[src/hdl/mbsf_pkg.sv]
package mbsf_pkg;

	localparam int unsigned HISTORY_DEPTH = 16;
	localparam int unsigned SIZE_W = 12;
	localparam int unsigned POS_W = 13;
	localparam int unsigned OUT_POS_W = 14;
	localparam int unsigned CNT_W = $clog2(HISTORY_DEPTH + 1);
	localparam int unsigned IDX_W = (HISTORY_DEPTH > 1) ? $clog2(HISTORY_DEPTH) : 1;

	// per-cell insert control
	typedef struct packed {
		logic ins;   // an entry is being inserted this cycle
		logic occ;   // cell holds a value of the current run
		logic tail;  // cell is the first free one
	} mbsf_ctl_t;

endpackage

[src/hdl/mbsf_cell.sv]
module mbsf_cell
	import mbsf_pkg::*;
(
	input  logic              clk,
	input  mbsf_ctl_t         ctl,
	input  logic [SIZE_W-1:0] din,
	input  logic              prev_gt,
	input  logic [SIZE_W-1:0] prev_val,
	output logic              gt,
	output logic [SIZE_W-1:0] val
);

	logic [SIZE_W-1:0] val_q;

	// strictly greater: equal values stay ahead of the new one
	assign gt  = ctl.occ && (val_q > din);
	assign val = val_q;

	always_ff @(posedge clk) begin
		if (ctl.ins) begin
			if (prev_gt) begin
				val_q <= prev_val;
			end else if (gt || ctl.tail) begin
				val_q <= din;
			end
		end
	end

endmodule

[src/hdl/median_box_size_filter_core.sv]
// Result: taking the last item sets pend_s1, which registers the result strobe in strobe_q.
// Throughput: one item per cycle, every cycle; busy stays low.
// Insertion into the sorted cell rows finishes in the accepting cycle.
// Reset clears the entry count and the result valid flags; cell contents stay undefined.
// The receiver cannot stall: each result is shown for exactly one cycle.
module median_box_size_filter_core
	import mbsf_pkg::*;
(
	input  logic                        clk,
	input  logic                        arst_n,
	input  logic                        start,
	output logic                        busy,
	input  logic [SIZE_W-1:0]           entry_width,
	input  logic [SIZE_W-1:0]           entry_height,
	input  logic                        entry_last,
	input  logic signed [POS_W-1:0]     box_left,
	input  logic signed [POS_W-1:0]     box_top,
	input  logic [SIZE_W-1:0]           box_span_x,
	input  logic [SIZE_W-1:0]           box_span_y,
	output logic                        strobe,
	output logic signed [OUT_POS_W-1:0] out_left,
	output logic signed [OUT_POS_W-1:0] out_top,
	output logic [SIZE_W-1:0]           out_span_x,
	output logic [SIZE_W-1:0]           out_span_y
);

	// ---------------------------------------------------------------
	// Item acceptance and run bookkeeping
	// ---------------------------------------------------------------
	logic             accept;
	logic             full;
	logic             ins;
	logic [CNT_W-1:0] count_q;
	logic [CNT_W-1:0] cnt_after;
	logic [CNT_W-1:0] cnt_half;
	logic [IDX_W-1:0] med_idx;

	// The median read happens in the cycle after the last item, from cell values
	// that the next run only starts to overwrite at the end of that cycle, so
	// nothing ever holds the sender off.
	assign busy   = 1'b0;
	assign accept = start && !busy;
	assign full   = (count_q == CNT_W'(HISTORY_DEPTH));
	assign ins    = accept && !full;   // entries beyond the depth are dropped

	assign cnt_after = full ? count_q : (count_q + CNT_W'(1));
	assign cnt_half  = cnt_after >> 1;
	assign med_idx   = (cnt_half > CNT_W'(HISTORY_DEPTH - 1)) ?
		IDX_W'(HISTORY_DEPTH - 1) : cnt_half[IDX_W-1:0];

	always_ff @(posedge clk or negedge arst_n) begin
		if (!arst_n) begin
			count_q <= '0;
		end else if (accept) begin
			count_q <= entry_last ? '0 : cnt_after;
		end
	end

	// ---------------------------------------------------------------
	// Sorted cell rows: one for widths, one for heights. Each cell
	// compares the new item with its own value; cells above the
	// insert point take their lower neighbor's value.
	// ---------------------------------------------------------------
	logic [SIZE_W-1:0] w_val [HISTORY_DEPTH];
	logic [SIZE_W-1:0] h_val [HISTORY_DEPTH];
	logic              w_gt  [HISTORY_DEPTH];
	logic              h_gt  [HISTORY_DEPTH];

	for (genvar i = 0; i < HISTORY_DEPTH; i++) begin : g_cell
		mbsf_ctl_t         ctl;
		logic              w_prev_gt;
		logic              h_prev_gt;
		logic [SIZE_W-1:0] w_prev_val;
		logic [SIZE_W-1:0] h_prev_val;

		assign ctl.ins  = ins;
		assign ctl.occ  = (count_q > CNT_W'(i));
		assign ctl.tail = (count_q == CNT_W'(i));

		if (i == 0) begin : g_head
			assign w_prev_gt  = 1'b0;
			assign h_prev_gt  = 1'b0;
			assign w_prev_val = entry_width;
			assign h_prev_val = entry_height;
		end else begin : g_link
			assign w_prev_gt  = w_gt[i-1];
			assign h_prev_gt  = h_gt[i-1];
			assign w_prev_val = w_val[i-1];
			assign h_prev_val = h_val[i-1];
		end

		mbsf_cell u_w_cell (
			.clk      (clk),
			.ctl      (ctl),
			.din      (entry_width),
			.prev_gt  (w_prev_gt),
			.prev_val (w_prev_val),
			.gt       (w_gt[i]),
			.val      (w_val[i])
		);

		mbsf_cell u_h_cell (
			.clk      (clk),
			.ctl      (ctl),
			.din      (entry_height),
			.prev_gt  (h_prev_gt),
			.prev_val (h_prev_val),
			.gt       (h_gt[i]),
			.val      (h_val[i])
		);
	end

	// ---------------------------------------------------------------
	// Stage 1: latch the median index and the current box centre
	// ---------------------------------------------------------------
	logic                 pend_s1;
	logic [IDX_W-1:0]     idx_s1;
	logic [OUT_POS_W-1:0] cx_s1;
	logic [OUT_POS_W-1:0] cy_s1;

	always_ff @(posedge clk or negedge arst_n) begin
		if (!arst_n) begin
			pend_s1 <= 1'b0;
		end else begin
			pend_s1 <= accept && entry_last;
		end
	end

	// centre = edge + floor(span / 2), sign-extended to the output width
	always_ff @(posedge clk) begin
		if (accept && entry_last) begin
			idx_s1 <= med_idx;
			cx_s1  <= {box_left[POS_W-1], box_left} +
				{{(OUT_POS_W - SIZE_W + 1){1'b0}}, box_span_x[SIZE_W-1:1]};
			cy_s1  <= {box_top[POS_W-1], box_top} +
				{{(OUT_POS_W - SIZE_W + 1){1'b0}}, box_span_y[SIZE_W-1:1]};
		end
	end

	// ---------------------------------------------------------------
	// Stage 2: pick the medians and place the box around the centre
	// ---------------------------------------------------------------
	logic [SIZE_W-1:0] med_w;
	logic [SIZE_W-1:0] med_h;
	logic              strobe_q;

	assign med_w = w_val[idx_s1];
	assign med_h = h_val[idx_s1];

	always_ff @(posedge clk or negedge arst_n) begin
		if (!arst_n) begin
			strobe_q <= 1'b0;
		end else begin
			strobe_q <= pend_s1;
		end
	end

	always_ff @(posedge clk) begin
		if (pend_s1) begin
			out_span_x <= med_w;
			out_span_y <= med_h;
			out_left   <= cx_s1 - {{(OUT_POS_W - SIZE_W + 1){1'b0}}, med_w[SIZE_W-1:1]};
			out_top    <= cy_s1 - {{(OUT_POS_W - SIZE_W + 1){1'b0}}, med_h[SIZE_W-1:1]};
		end
	end

	assign strobe = strobe_q;

	// ---------------------------------------------------------------
	// Assertions
	// ---------------------------------------------------------------
	a_count_bound: assert property (@(posedge clk) disable iff (!arst_n)
		count_q <= CNT_W'(HISTORY_DEPTH))
		else $error("entry count beyond history depth");

	a_run_end_clears: assert property (@(posedge clk) disable iff (!arst_n)
		(accept && entry_last) |=> (count_q == '0))
		else $error("entry count not cleared at end of run");

	a_result_follows_last: assert property (@(posedge clk) disable iff (!arst_n)
		(accept && entry_last) |=> ##1 strobe)
		else $error("no result two cycles after last item");

	a_no_spurious_result: assert property (@(posedge clk) disable iff (!arst_n)
		strobe |-> $past(pend_s1))
		else $error("result without a pending run end");

endmodule
[config.mk]
export PLATFORM = sky130hd
export DESIGN_NAME = median_box_size_filter_core
export DESIGN_NICKNAME = d
export VERILOG_FILES = /design/src/hdl/mbsf_pkg.sv /design/src/hdl/mbsf_cell.sv /design/src/hdl/median_box_size_filter_core.sv
export SDC_FILE = /design/constraint.sdc
export NUM_CORES = 1
export LEC_CHECK = 0
export BUFFER_PORTS_ARGS = -buffer_cell sky130_fd_sc_hd__buf_2
export CAP_MARGIN = 20
export CORE_MARGIN = 2
export CORE_UTILIZATION = 47
export DETAILED_ROUTE_END_ITERATION = 8
export MAX_ROUTING_LAYER = met4
export PLACE_DENSITY = 0.64
export SETUP_SLACK_MARGIN = 0.5
export SYNTH_ARGS = -nofsm -noshare
export SYNTH_HDL_FRONTEND = slang
export SYNTH_HIERARCHICAL = 1
export SYNTH_SLANG_ARGS = --single-unit
[constraint.sdc]
create_clock -name clk -period 4.06 [get_ports clk]
set_clock_uncertainty 0.15 [all_clocks]
set_input_delay 0.203 -clock clk [delete_from_list [all_inputs] [get_ports clk]]
set_output_delay 0.203 -clock clk [all_outputs]
set_load 0.01 [all_outputs]
==> impl_metrics.ini <==
[pwr]
cellInternalPower_mw = 11.7
p_leak_nw = 16.5
pwr-share-clk = 0.300
p_total_mw = 17.4
combPwrFrac = 0.321
p_sw_frac = 0.327
pwr_density_cell_mw_per_mm2 = 432
ir_drop_mv = 0.333
power_switching_mw = 5.70
pwr-share-seq = 0.379

[detailed_routing]
via_per_inst = 5.84
post-route-drc-count = 0
routedWlPerCell_um = 21.2
drt_iter0_markers = 2271
vias = 26900
ant_nets = 0
dr.pass1.iters = 5
routed_wl_um = 97500

[finish]
drive_gt1_frac = 0.200
area_growth_pct = 16.2
fillCellCount = 6300
multi_input_area_mm2 = 0.0187
seqCellArea_mm2 = 0.0142
final_nets = 4109

[clock_tree]
clk_transition_reported_paths_ns = 0.06
clockBufferDepth = 3
clock_sinks = 475
numCtsBuffers = 56
clk_latency_ns = 0.63
htreeDepth = 2
cts_tree = yes
cts-root-buf = clkbuf_16

[floorplanning]
fp.dieH_um = 276
rows = 99
io_pins = 132
coreArea_mm2 = 0.0730
die_area_mm2 = 0.0760
initial_core_util = 0.475
fp.dieW_um = 276

[global_route]
antenna_found_initial = 8
grt_max_degree = 35
gr-total-overflow = 0
grt_pass1_vias = 26000
grt_pass1_wl_um = 148000
grtUsageTotal = 0.261

[setup_path]
worst_setup_path_end_kind = flop
r2r-start = idx_s1[0]
r2r-end = out_left[12]
r2r_cells = 14
crit_fanout = 7
reg2reg_slack_ns = 0.41
cp.required_ns = 4.39
start_kind = flop
startpoint = idx_s1[0]
critical_path_class = flop to flop
cp.arrival_ns = 3.98
cp-endpoint = out_left[12]

[run]
maxCapViolCount = 0

[sta]
finalCritPeriodShare = 0.900
relSlewSlack = 0.320
rsz0062_at_grt = true
post-route-min-period_ns = 3.65
tns_ns = 0
setup_viol = 0
slew_viol_final = 0
tightest_slew_ns = 1.02
hold_viol = 0
clock.fmax_mhz = 274

[synth]
yosysWarnings = 6
syn_avg_cell_area_um2 = 10.5
syn_area_mm2 = 0.0347
synthCells = 3290

[worst_hold_path]
min_delay_path_depth = 3
hp-start = box_span_x[6]
min_path_type = input pin to flop

[placement]
port_buffers = 128
place_congestion = 0.902
dp.final_hpwl_um = 73600

[outcome]
status = completed
[cell usage in the layout, fill, tap and decap left out, types with 32 or more instances in the layout]
cell and count:
nand4b_1 32, ha_1 414, buf_4 131, nand4_1 40, a31oi_1 37, nand3_1 73, edfxtp_1 468, o21ai_0 372
dlygate4sd3_1 51, a21bo_1 32, inv_1 446, clkbuf_16 59, a21oi_1 181, o21ai_1 35, nand4_2 64, a311o_1 34
nor2_1 60, o31ai_2 32, mux4_2 120, nand2_1 444, buf_2 128, a221oi_2 32, mux2_2 34
[sequential cells by signal, summed over array words and instances (netlist names)]
name / cells
cx_s1: 14
strobe: 1
g_cell.u_w_cell/val: 192
out_span_x: 12
out_top: 14
cy_s1: 14
idx_s1: 4
count_q: 5
out_span_y: 12
pend_s1: 1
g_cell.u_h_cell/val: 192
out_left: 14
[per-stage QoR]
step	util	cell area [um2]	setup slack, ns	hold slack [ns]	cells
after floorplan	-	34700	0.536	-0.243	3302
after global placement	0.507	37000	0.354	-0.0443	4396
after detailed placement	0.507	37000	0.339	-0.0480	4396
after CTS	0.543	39600	0.423	0.000255	4568
after global routing	0.553	40300	0.285	0.00643	4598
final	0.553	40300	0.407	0.0209	4599
[worst min-delay path by stage]
| stage | endpoint | slack [ns] |
|---|---|---|
| after floorplan | count_q[0] | -0.24 |
| after global placement | strobe | -0.04 |
| after detailed placement | strobe | -0.05 |
| after CTS | g_cell[12].u_w_cell/val[8] | 0.0003 |
| after global routing | cx_s1[5] | 0.006 |
| final | cx_s1[5] | 0.02 |
[timing repair]
action	CTS	global route
hold buffers	51	0
gates cloned	3	2
pin swaps	2	30
gates resized for setup	13	82
hold endpoints to repair	51	0
setup buffers	16	27
endpoints found under the setup margin	14	26
[routing by layer]
metal | up-vias | GRT usage | share of wire
met2 | 861 | 0.421 | 0.47
met3 | 152 | 0.0320 | 0.065
met4 | 0 | 0.0834 | 0.033
met5 | - | - | 0
li1 | 12800 | - | -
met1 | 13000 | 0.343 | 0.43
[critical path, cell delays in order, from the launching register on]
cell and delay [ns]:
edfxtp_1 0.41, buf_6 0.16, buf_6 0.13, buf_16 0.14
buf_4 0.13, mux4_2 0.45, mux4_2 0.55, inv_2 0.10
ha_4 0.21, a21oi_2 0.18, o21ba_4 0.15, a31oi_1 0.08
buf_4 0.16, or4_1 0.41, nand4_1 0.10
[area by class of cell]
cell class / instances / area share
Clock buffer: 72 / 0.0378
Multi-Input combinational cell: 2257 / 0.463
Tap cell: 959 / 0.0298
Inverter: 467 / 0.0435
Timing Repair Buffer: 337 / 0.0650
Sequential cell: 475 / 0.353
Clock inverter: 30 / 0.00798
Antenna cell: 2 / 0.000124
[power by group through the flow]
stage | logic (mW) | registers, mW | clock network [mW]
floorplan | 3.38 | 6.51 | 0
global placement | 4.77 | 6.68 | 0
detailed placement | 4.86 | 6.67 | 0
CTS | 5.10 | 6.58 | 5.32
global route | 6.11 | 6.65 | 5.49
finish | 5.59 | 6.61 | 5.23
Power figures use the tool's default switching activity.
